### config.mk
export PLATFORM = sky130hd
export DESIGN_NAME = vehicle_lamp_flasher_controller
export DESIGN_NICKNAME = d
export VERILOG_FILES = /design/src/design/vlfc_pkg.sv /design/src/design/vlfc_core.sv /design/src/design/vehicle_lamp_flasher_controller.sv
export SDC_FILE = /design/constraint.sdc
export NUM_CORES = 1
export LEC_CHECK = 0
export BUFFER_PORTS_ARGS = -buffer_cell sky130_fd_sc_hd__buf_4
export CAP_MARGIN = 0
export CORE_MARGIN = 2
export CORE_UTILIZATION = 49
export DETAILED_ROUTE_END_ITERATION = 10
export GPL_TIMING_DRIVEN = 0
export MAX_ROUTING_LAYER = met4
export PLACE_DENSITY = 0.7
export RECOVER_POWER = 25
export SLEW_MARGIN = 20
export SYNTH_ARGS = -nofsm -noshare
export SYNTH_HDL_FRONTEND = slang
export SYNTH_HIERARCHICAL = 1
export SYNTH_SLANG_ARGS = --single-unit
export TNS_END_PERCENT = 20
### constraint.sdc
create_clock -name clk -period 5.78 [get_ports clk]
set_clock_uncertainty 0.15 [all_clocks]
set_input_delay 0.867 -clock clk [delete_from_list [all_inputs] [get_ports clk]]
set_output_delay 0.867 -clock clk [all_outputs]
set_load 0.05 [all_outputs]
### src/design/vlfc_pkg.sv
// Shared types, constants and codes for the vehicle lamp flasher controller.
// Used by vlfc_core and vehicle_lamp_flasher_controller; depends on nothing else.
package vlfc_pkg;

    localparam int unsigned DUTY_W       = 14;
    localparam int unsigned HALF_W       = 6;
    localparam int unsigned COUNT_W      = 7;
    localparam int unsigned STEP_W       = 6;
    localparam int unsigned FLAG_W       = 8;
    localparam int unsigned CHANNELS     = 4;

    localparam logic [HALF_W-1:0]  HALF_PERIOD_RESET = 6'd16;
    localparam logic [STEP_W-1:0]  DEMO_LAST_STEP    = 6'd48;

    localparam logic [DUTY_W-1:0]  FULL_DUTY       = 14'd10000;
    localparam logic [DUTY_W-1:0]  BRAKE_REAR_DUTY = 14'd5000;
    localparam logic [DUTY_W-1:0]  FRONT_POS_DUTY  = 14'd7000;
    localparam logic [DUTY_W-1:0]  REAR_POS_DUTY   = 14'd2500;
    localparam logic [DUTY_W-1:0]  DUTY_OFF        = 14'd0;

    // Item kinds.
    localparam logic [2:0] KIND_TICK         = 3'd0;
    localparam logic [2:0] KIND_SELECT       = 3'd1;
    localparam logic [2:0] KIND_BRAKE_ON     = 3'd2;
    localparam logic [2:0] KIND_BRAKE_OFF    = 3'd3;
    localparam logic [2:0] KIND_POSITION_ON  = 3'd4;
    localparam logic [2:0] KIND_POSITION_OFF = 3'd5;
    localparam logic [2:0] KIND_DEMO_ON      = 3'd6;
    localparam logic [2:0] KIND_DEMO_OFF     = 3'd7;

    // Blink selections; anything above hazard clears every selection.
    localparam logic [2:0] SEL_DISABLE = 3'd0;
    localparam logic [2:0] SEL_RIGHT   = 3'd1;
    localparam logic [2:0] SEL_LEFT    = 3'd2;
    localparam logic [2:0] SEL_HAZARD  = 3'd3;

    // Bit positions in the lamp flag byte.
    localparam int unsigned FLAG_DIS   = 0;
    localparam int unsigned FLAG_RIGHT = 1;
    localparam int unsigned FLAG_LEFT  = 2;
    localparam int unsigned FLAG_HAZ   = 3;
    localparam int unsigned FLAG_BRAKE = 4;
    localparam int unsigned FLAG_FRONT = 5;
    localparam int unsigned FLAG_REAR  = 6;
    localparam int unsigned FLAG_DEMO  = 7;

    // Duty channel numbers.
    localparam int unsigned CH_BRAKE = 0;
    localparam int unsigned CH_RIGHT = 1;
    localparam int unsigned CH_LEFT  = 2;
    localparam int unsigned CH_FRONT = 3;

    typedef struct packed {
        logic [2:0] kind;
        logic [2:0] blink_select;
    } in_word_t;

    typedef struct packed {
        logic [DUTY_W-1:0] brake_duty;
        logic [DUTY_W-1:0] right_duty;
        logic [DUTY_W-1:0] left_duty;
        logic [DUTY_W-1:0] front_duty;
        logic              indicator_pad;
        logic              right_shown;
        logic              left_shown;
        logic              hazard_shown;
        logic              front_lamp_on;
        logic              braking_on;
        logic              demo_on;
        logic              blink_disabled;
    } out_word_t;

    typedef struct packed {
        logic [COUNT_W-1:0]               blink_counter;
        logic                             blink_ready;
        logic                             right_on_phase;
        logic                             left_on_phase;
        logic [STEP_W-1:0]                demo_step;
        logic [FLAG_W-1:0]                lamp_flags;
        logic [CHANNELS-1:0][DUTY_W-1:0]  channel_duty;
        logic                             pad_level;
    } lamp_state_t;

endpackage

### src/design/vlfc_core.sv
// Next-state and result logic for one item of the lamp controller.
// Depends on vlfc_pkg; purely combinational, registered by the top level.
module vlfc_core (
    input  vlfc_pkg::lamp_state_t          state,
    input  vlfc_pkg::in_word_t             item,
    input  logic [vlfc_pkg::HALF_W-1:0]    half_period,
    output vlfc_pkg::lamp_state_t          state_next,
    output vlfc_pkg::out_word_t            result
);
    import vlfc_pkg::*;

    always_comb
    begin
        lamp_state_t        st;
        logic [COUNT_W-1:0] cnt;
        logic [STEP_W-1:0]  s;
        logic [STEP_W:0]    s_inc;

        st    = state;
        cnt   = st.blink_counter + COUNT_W'(1);
        s     = st.demo_step;
        s_inc = {1'b0, s} + (STEP_W+1)'(1);

        case (item.kind)
            KIND_TICK:
            begin
                // Indicator blink: on phase, off phase, then rearm.
                if (cnt > {half_period, 1'b0})
                begin
                    cnt            = '0;
                    st.blink_ready = 1'b1;
                end
                else if (cnt > {1'b0, half_period})
                begin
                    st.channel_duty[CH_RIGHT] = DUTY_OFF;
                    st.channel_duty[CH_LEFT]  = DUTY_OFF;
                    st.pad_level              = 1'b0;
                    st.right_on_phase         = 1'b0;
                    st.left_on_phase          = 1'b0;
                end
                else
                begin
                    if (st.lamp_flags[FLAG_RIGHT] && st.blink_ready)
                    begin
                        st.channel_duty[CH_RIGHT] = FULL_DUTY;
                        st.pad_level              = 1'b1;
                        st.blink_ready            = 1'b0;
                        st.right_on_phase         = 1'b1;
                    end
                    if (st.lamp_flags[FLAG_LEFT] && st.blink_ready)
                    begin
                        st.channel_duty[CH_LEFT] = FULL_DUTY;
                        st.pad_level             = 1'b1;
                        st.blink_ready           = 1'b0;
                        st.left_on_phase         = 1'b1;
                    end
                    // A hazard flash leaves the pad alone.
                    if (st.lamp_flags[FLAG_HAZ] && st.blink_ready)
                    begin
                        st.channel_duty[CH_RIGHT] = FULL_DUTY;
                        st.channel_duty[CH_LEFT]  = FULL_DUTY;
                        st.blink_ready            = 1'b0;
                        st.right_on_phase         = 1'b1;
                        st.left_on_phase          = 1'b1;
                    end
                end
                st.blink_counter = cnt;

                if (st.lamp_flags[FLAG_DIS])
                begin
                    st.channel_duty[CH_RIGHT] = DUTY_OFF;
                    st.channel_duty[CH_LEFT]  = DUTY_OFF;
                end

                // Demo: three front flashes, then three hazard flashes.
                if (st.lamp_flags[FLAG_DEMO])
                begin
                    if (s == 6'd0 || s == 6'd4 || s == 6'd8)
                    begin
                        st.channel_duty[CH_FRONT] = FULL_DUTY;
                        st.lamp_flags[FLAG_FRONT] = 1'b1;
                    end
                    else if (s == 6'd1 || s == 6'd5 || s == 6'd9)
                    begin
                        st.channel_duty[CH_FRONT] = DUTY_OFF;
                        st.lamp_flags[FLAG_FRONT] = 1'b0;
                    end
                    if (s == 6'd14 || s == 6'd18 || s == 6'd22)
                    begin
                        st.channel_duty[CH_RIGHT] = FULL_DUTY;
                        st.channel_duty[CH_LEFT]  = FULL_DUTY;
                        st.lamp_flags[FLAG_HAZ]   = 1'b1;
                    end
                    else if (s == 6'd15 || s == 6'd19 || s == 6'd23)
                    begin
                        st.channel_duty[CH_RIGHT] = DUTY_OFF;
                        st.channel_duty[CH_LEFT]  = DUTY_OFF;
                        st.lamp_flags[FLAG_HAZ]   = 1'b0;
                    end
                    st.demo_step = (s_inc > {1'b0, DEMO_LAST_STEP}) ? '0 : s_inc[STEP_W-1:0];
                end

                if (!st.lamp_flags[FLAG_DEMO] && !st.lamp_flags[FLAG_FRONT])
                begin
                    st.channel_duty[CH_FRONT] = DUTY_OFF;
                end
                if (!st.lamp_flags[FLAG_DEMO] && !st.lamp_flags[FLAG_HAZ]
                    && !st.lamp_flags[FLAG_RIGHT] && !st.lamp_flags[FLAG_LEFT])
                begin
                    st.channel_duty[CH_RIGHT] = DUTY_OFF;
                    st.channel_duty[CH_LEFT]  = DUTY_OFF;
                end
            end
            KIND_SELECT:
            begin
                st.lamp_flags[FLAG_DIS]   = (item.blink_select == SEL_DISABLE);
                st.lamp_flags[FLAG_RIGHT] = (item.blink_select == SEL_RIGHT);
                st.lamp_flags[FLAG_LEFT]  = (item.blink_select == SEL_LEFT);
                st.lamp_flags[FLAG_HAZ]   = (item.blink_select == SEL_HAZARD);
                st.blink_counter          = '0;
                st.blink_ready            = 1'b1;
            end
            KIND_BRAKE_ON:
            begin
                st.lamp_flags[FLAG_BRAKE] = 1'b1;
                st.channel_duty[CH_BRAKE] = FULL_DUTY;
            end
            KIND_BRAKE_OFF:
            begin
                st.lamp_flags[FLAG_BRAKE] = 1'b0;
                st.channel_duty[CH_BRAKE] = st.lamp_flags[FLAG_REAR] ? BRAKE_REAR_DUTY : DUTY_OFF;
            end
            KIND_POSITION_ON:
            begin
                st.lamp_flags[FLAG_FRONT] = 1'b1;
                st.lamp_flags[FLAG_REAR]  = 1'b1;
                st.channel_duty[CH_FRONT] = FRONT_POS_DUTY;
                st.channel_duty[CH_BRAKE] = REAR_POS_DUTY;
            end
            KIND_POSITION_OFF:
            begin
                st.lamp_flags[FLAG_FRONT] = 1'b0;
                st.lamp_flags[FLAG_REAR]  = 1'b0;
                st.channel_duty[CH_FRONT] = DUTY_OFF;
                st.channel_duty[CH_BRAKE] = DUTY_OFF;
            end
            KIND_DEMO_ON:
            begin
                st.lamp_flags[FLAG_DEMO] = 1'b1;
            end
            default:
            begin
                st.lamp_flags[FLAG_DEMO] = 1'b0;
            end
        endcase

        state_next = st;

        result.brake_duty     = st.channel_duty[CH_BRAKE];
        result.right_duty     = st.channel_duty[CH_RIGHT];
        result.left_duty      = st.channel_duty[CH_LEFT];
        result.front_duty     = st.channel_duty[CH_FRONT];
        result.indicator_pad  = st.pad_level;
        result.right_shown    = st.right_on_phase && st.lamp_flags[FLAG_RIGHT];
        result.left_shown     = st.left_on_phase && st.lamp_flags[FLAG_LEFT];
        result.hazard_shown   = st.right_on_phase && st.left_on_phase && st.lamp_flags[FLAG_HAZ];
        result.front_lamp_on  = st.lamp_flags[FLAG_FRONT];
        result.braking_on     = st.lamp_flags[FLAG_BRAKE];
        result.demo_on        = st.lamp_flags[FLAG_DEMO];
        result.blink_disabled = st.lamp_flags[FLAG_DIS];
    end

endmodule

### src/design/vehicle_lamp_flasher_controller.sv
// Top level of the vehicle lamp flasher controller: state, result register, config.
// Depends on vlfc_pkg and vlfc_core.
//
// Usage:
// The input channel (in_valid, in_ready, in_word) carries one word per item:
// either a tick, which advances the indicator blink and the demo pattern, or
// a command (blink selection, brake, position lamps, demo on or off).
// For every accepted word the output channel (out_valid, out_ready, out_word)
// delivers exactly one word holding all four channel duties, the indicator
// pad level and the status flags as they stand after that item.
// The result is registered and appears in the cycle after acceptance. One item per
// cycle is sustained while out_ready stays high: the whole update is a single
// combinational pass in vlfc_core between the lamp state and result registers.
// When the receiver stalls, the result register holds its word and in_ready
// drops; in_ready stays high while the result register is empty or is being
// drained in the same cycle, so no bubble is ever inserted.
// The blink half period is written through cfg_wr_en and cfg_wr_data; the user must write it
// only while the block is idle, which the block itself does not enforce; it takes effect on the next tick.
// Reset (rst_n low, asynchronous) clears every lamp flag, counter and duty,
// empties the result register and sets the half period to 16 ticks.
module vehicle_lamp_flasher_controller (
    input  logic                          clk,
    input  logic                          rst_n,
    input  logic                          in_valid,
    output logic                          in_ready,
    input  vlfc_pkg::in_word_t            in_word,
    output logic                          out_valid,
    input  logic                          out_ready,
    output vlfc_pkg::out_word_t           out_word,
    input  logic                          cfg_wr_en,
    input  logic [vlfc_pkg::HALF_W-1:0]   cfg_wr_data
);
    import vlfc_pkg::*;

    lamp_state_t        state_reg;
    lamp_state_t        state_next;
    out_word_t          out_word_reg;
    out_word_t          out_word_next;
    logic               out_valid_reg;
    logic [HALF_W-1:0]  half_period_reg;
    logic               accept;

    // A new item may enter whenever the result register is free or leaving.
    assign in_ready  = !out_valid_reg || out_ready;
    assign accept    = in_valid && in_ready;
    assign out_valid = out_valid_reg;
    assign out_word  = out_word_reg;

    vlfc_core u_core (
        .state       (state_reg),
        .item        (in_word),
        .half_period (half_period_reg),
        .state_next  (state_next),
        .result      (out_word_next)
    );

    always_ff @(posedge clk or negedge rst_n)
    begin
        if (!rst_n)
        begin
            state_reg       <= '0;
            out_valid_reg   <= 1'b0;
            half_period_reg <= HALF_PERIOD_RESET;
        end
        else
        begin
            if (cfg_wr_en)
            begin
                half_period_reg <= cfg_wr_data;
            end
            if (accept)
            begin
                state_reg     <= state_next;
                out_valid_reg <= 1'b1;
            end
            else if (out_ready)
            begin
                out_valid_reg <= 1'b0;
            end
        end
    end

    // The result word itself needs no reset; it is only seen with out_valid.
    always_ff @(posedge clk)
    begin
        if (accept)
        begin
            out_word_reg <= out_word_next;
        end
    end

    // A tick always leaves the blink counter within the whole blink cycle.
    a_counter_in_cycle: assert property (@(posedge clk) disable iff (!rst_n)
        accept && in_word.kind == KIND_TICK
        |=> {1'b0, state_reg.blink_counter} <= {1'b0, $past(half_period_reg), 1'b0})
        else $error("blink counter beyond blink cycle after tick");

    // The demo step never runs past its last step.
    a_demo_step_bound: assert property (@(posedge clk) disable iff (!rst_n)
        state_reg.demo_step <= DEMO_LAST_STEP)
        else $error("demo step out of range");

    // A disable selection sets only the disable flag among the blink selections.
    a_disable_select: assert property (@(posedge clk) disable iff (!rst_n)
        accept && in_word.kind == KIND_SELECT && in_word.blink_select == SEL_DISABLE
        |=> state_reg.lamp_flags[FLAG_DIS] && !state_reg.lamp_flags[FLAG_RIGHT]
            && !state_reg.lamp_flags[FLAG_LEFT] && !state_reg.lamp_flags[FLAG_HAZ]
            && state_reg.blink_ready && out_word_reg.blink_disabled)
        else $error("disable selection did not take effect");

    // The state only moves when an item is accepted.
    a_state_holds: assert property (@(posedge clk) disable iff (!rst_n)
        !accept |=> $stable(state_reg))
        else $error("lamp state changed without an accepted item");

endmodule
Word-level counts from Yosys, hierarchy flattened --
Index checks and enable logic that the tools add are counted.
Operators by class: $add $sub $neg 2, $lt $le $gt $ge 3, equality and inequality tests 21, muxes and demuxes 57, reductions and logical operators 38
Operators by type and width (count):
- two-way mux 28 bit | 8
- two-way mux 14 bit | 5
- case mux 14 bit (4 select lines) | 1
- two-way mux 42 bit | 1
- case mux 14 bit (3 select lines) | 1
- equality test 6 x 4 -> 1 bit, second input constant | 4
- equality test 6 x 5 -> 1 bit, second input constant | 4
- two-way mux 1 bit | 22
- case mux 8 bit (2 select lines) | 1
- two-way mux 13 bit | 1
- equality test 3 x 2 -> 1 bit, second input constant | 4
- equality test 6 x 3 -> 1 bit, second input constant | 2
- logical AND 1 bit | 12
- two-way mux 2 bit | 6
- two-way mux 6 bit | 2
- equality test 3 bit, second input constant | 3
- logical OR 1 bit | 9
- two-way mux 8 bit | 1
- case mux 1 bit (2 select lines) | 4
- adder 6 x 1 -> 7 bit, second input constant | 1
- adder 7 x 1 -> 7 bit, second input constant | 1
- > comparator 7 x 6 -> 1 bit | 1
- > comparator 7 x 6 -> 1 bit, second input constant | 1
- > comparator 7 bit | 1
- 13 further kinds | 25
Storage, ports and cells: register bits after elaboration 152, input bits 17, output and inout port bits 66, word-level logic and storage cells 147

Logic depth before layout (Yosys ltp) --
depth after elaboration 20, mapped depth 14, gate-level depth less buffers 12

Modules after synthesis --
Netlist, hierarchy kept.
Modules (own cells, without submodules):
- vehicle_lamp_flasher_controller | times used 1, cells an instance 252, area each 5233.8 um^2, seq. area each 4125.2 um^2
- vlfc_core | times used 1, cells an instance 391, area each 2563.7 um^2, seq. area each 0.0 um^2

Least setup slack after synthesis --
No wires, ideal clock.
kind reg2reg, start register state_reg[74] in the netlist's numbering, end register state_reg[33] in the netlist's numbering, library setup time 0.125 ns, arrival 3.170 ns, required time 5.505 ns, path slack 2.335 ns, stages on the path, launching flop included 15, path buffers 2, clock period less this slack 3.445 ns, cell sequence dfrtp_1 ha_1 nand3_2 nor2_1 xnor2_2 inv_1 ha_1 a41o_1 a21oi_1 a31oi_2 a21oi_4 buf_6 o221ai_1 buf_4 mux2_2
RTL lines:
- start, declared | line vehicle_lamp_flasher_controller.sv:35 | lamp_state_t state_reg;
- start signal, assigned | line vehicle_lamp_flasher_controller.sv:73 | state_reg <= state_next;

==> flow_summary.ini <==
[global_routing]
first_global_vias = 5217
grt_max_degree = 56
grt.overflow.total = 0
antenna_found_initial = 0
grt_util_all_layers = 0.2005
grt_pass1_wl_mm = 25.44

[clock_tree]
postCtsHoldBufs = 0
clk_pin_slew_ns = 0.06
cts_root_buffer = clkbuf_16
cts-resized-gates = 0
cts_tree = done
ctsHtreeMaxLevel = 4
cts_buffer_depth = 2
cts_inserted_buffers = 17
clock_latency_ns = 0.43
clock-sinks = 152
post_cts_buffers = 0

[die]
ios = 83
dieArea_mm2 = 0.01694
die_x_um = 130.1
start_util = 0.4963
die_height_um = 130.1
core_mm2 = 0.01571
num_rows = 46

[drt]
drc = 0
ant_nets = 0
drt_wl_total_mm = 15.87
via_per_inst = 5.360
routedWlPerCell_um = 16.31
drt_iter0_drc = 442
vias = 5215
firstDrtPassIters = 5

[timing]
timing.slew.headroom = -1.081
finalHoldViolCount = 0
setup_tns_ns = 0
setup_violations = 0
tightest_slew_ns = 3.121
rsz0062_at_grt = no
finalCritPeriodShare = 0.6968
finalCriticalPeriod_ns = 4.027
slew_violations = 55
fmax_ghz = 0.2483
timing.final.ws_setup_ns = 1.753

[synthesis]
syn-instance-count = 643
netlist_area_mm2 = 0.007797
async_reset_ff_frac = 0.5789
synth_ff_type = dfrtp_1
synth_top_area_cell = dfrtp_1
ys_seq_area_frac = 0.5290
synth.distinct_cells = 68
synth_top_area_share = 0.2792
synth_nets = 677
postSynthAreaPerCell_um2 = 12.13
ys_ff_latch = 152
synth_area_leaders = dfrtp_1 28%, edfxtp_1 25%, mux2_2 13%
synth-edff-count = 64
yosysWarnings = 6

[place]
io_buffer_count = 80
pre_cts_slack_ns = 1.806
gp_congestion = 0.8115
dp.cells = 941
hpwl_mm = 11.16

[outcome]
status = finished with violations
violations = capacitance limit, slew limit

[power]
switching_share = 0.3287
p_leak_nw = 4.279
p_sw_mw = 1.171
clkPwrFrac = 0.299
power_density_mw_per_mm2 = 384.5
pwr-share-seq = 0.409
p_int_mw = 2.391
power_frac_comb = 0.293
ir_drop_uv = 262.6

[critical_path]
endpoint = state_reg[41]$_DFFE_PN0P_
rrSetupSlack_ns = 1.75
critPathRequiredTime_ns = 5.94
rr_startpoint = state_reg[74]$_DFFE_PN0P_
path_max_fanout = 10
cp-end-kind = flop
path_class = flop to flop
critical_path.startpoint = state_reg[74]$_DFFE_PN0P_
slowest_delay_ns = 0.53
r2r-end = state_reg[41]$_DFFE_PN0P_
startpoint_type = flop
arrival_ns = 4.19
rr_worst_depth = 14
path_cells = ha_1, nand3_2, nor2_1, xnor2_2, inv_1, ha_1, a41o_1, a21oi_1, a31oi_2, buf_6, a31oi_4, nor2_1, buf_4, mux2_2
critPathSlowestCell = xnor2_2

[finish]
largest_reg_flops = 81
n_antenna_cell = 0
fill_cells = 1251
multi_input_area_mm2 = 0.002918
syn_to_final_growth_pct = 18.84
seqCellArea_mm2 = 0.004125
instances_no_fill = 973
layout.nets = 778
drive_gt1_frac = 0.3963

[hold_path]
holdCritPathClass = flop to flop

[flow_run]
cap_violations = 1
-- worst min-delay path by stage --
stage	cells after the start	to	slack, ns	start
floorplan	1	state_reg[43]$_DFFE_PN0P_	0.32	state_reg[43]$_DFFE_PN0P_
global placement	1	state_reg[1]$_DFFE_PN0P_	0.33	state_reg[1]$_DFFE_PN0P_
detailed placement	1	state_reg[68]$_DFFE_PN0P_	0.34	state_reg[68]$_DFFE_PN0P_
CTS	1	state_reg[68]$_DFFE_PN0P_	0.35	state_reg[68]$_DFFE_PN0P_
global route	1	state_reg[48]$_DFFE_PN0P_	0.37	state_reg[48]$_DFFE_PN0P_
finish	1	state_reg[68]$_DFFE_PN0P_	0.35	state_reg[68]$_DFFE_PN0P_
-- power groups by stage --
| stage | Sequential, mW | Combinational (mW) | Clock [mW] |
|---|---|---|---|
| 5_1_grt | 1.48 | 1.13 | 1.13 |
| 4_1_cts | 1.46 | 1.05 | 1.08 |
| 2_1_floorplan | 1.60 | 0.648 | 0 |
| 3_3_place_gp | 1.46 | 0.990 | 0 |
| 6_report | 1.46 | 1.04 | 1.06 |
| 3_5_place_dp | 1.47 | 1.04 | 0 |
-- cell usage after synthesis (all sizes together) (9+ instances only) --
library cell and number:
dfrtp 87, inv 22, a21o 16, buf 78
ha 17, nor2 31, o21ai 23, nand4 9
clkbuf 11, nand2 63, a21oi 16, mux2 87
nand3 12, and2 9, edfxtp 64
-- routing by layer --
layer  global-route usage  vias to the layer above  wire (um)
met1               0.2376                     2600       6876
met3              0.03977                       25        587
met4              0.07717                        0        308
met5                    -                        -          0
met2               0.3388                      123       8098
li1                     -                     2467          -
-- cell type report --
type	count	area share
flip-flops and latches	152	0.4452
multi-input cells	379	0.3149
plain buffers	89	0.07129
repair buffers	82	0.06873
clock buffers	20	0.04820
well taps	216	0.02917
clock inverters	12	0.01296
inverters	23	0.009587
-- critical path, delay by kind of cell (launching register included) --
kind / cells / cell delay (ns)
muxes: 1 / 0.25
and+or+nand+nor: 3 / 0.37
DFF: 1 / 0.45
buffers and inverters: 3 / 0.45
adders and majority gates: 2 / 0.63
xor gates and xnor gates: 1 / 0.53
AOI/OAI and AO/OA: 4 / 1.07
-- cell usage in the layout, fill, tap and decap left out, types with 4 or more instances in the layout --
master,synthesis,layout
a21o_1,16,16
a21oi_1,13,13
a22o_1,7,7
and2_1,8,8
and3_1,5,5
buf_4,62,141
buf_6,12,12
clkbuf_1,11,14
clkbuf_16,0,17
clkinv_4,0,4
dfrtp_1,87,87
edfxtp_1,64,64
ha_1,17,17
inv_1,22,21
mux2_2,87,87
nand2_1,62,62
nand2b_1,3,4
nand3_1,11,11
nand3b_1,5,5
nand4_1,8,8
nor2_1,31,31
nor2b_1,4,4
nor3_1,4,4
nor3b_1,4,4
o211ai_1,8,8
o21ai_0,23,23
o221ai_1,7,7
-- cell families after synthesis --
logic type | Yosys count | synth area share
compound gates | 111 | 0.1122
flops | 152 | 0.5290
buf+inv | 112 | 0.09580
fa+ha+maj | 17 | 0.02728
simple gates | 159 | 0.1035
xor+xnor | 5 | 0.006580
mux | 87 | 0.1256
-- through the flow --
| stage | hold slack, ns | utilization | power [mW] | instance area [um^2] |
|---|---|---|---|---|
| floorplan | 0.3204 | - | 2.243 | 7797 |
| global placement | 0.3283 | 0.5517 | 2.453 | 8668 |
| detailed placement | 0.3386 | 0.5544 | 2.510 | 8711 |
| CTS | 0.3529 | 0.5905 | 3.586 | 9278 |
| global route | 0.3661 | 0.5897 | 3.743 | 9266 |
| finish | 0.3465 | 0.5897 | 3.563 | 9266 |
No activity file was read; power rests on OpenSTA's default activity.
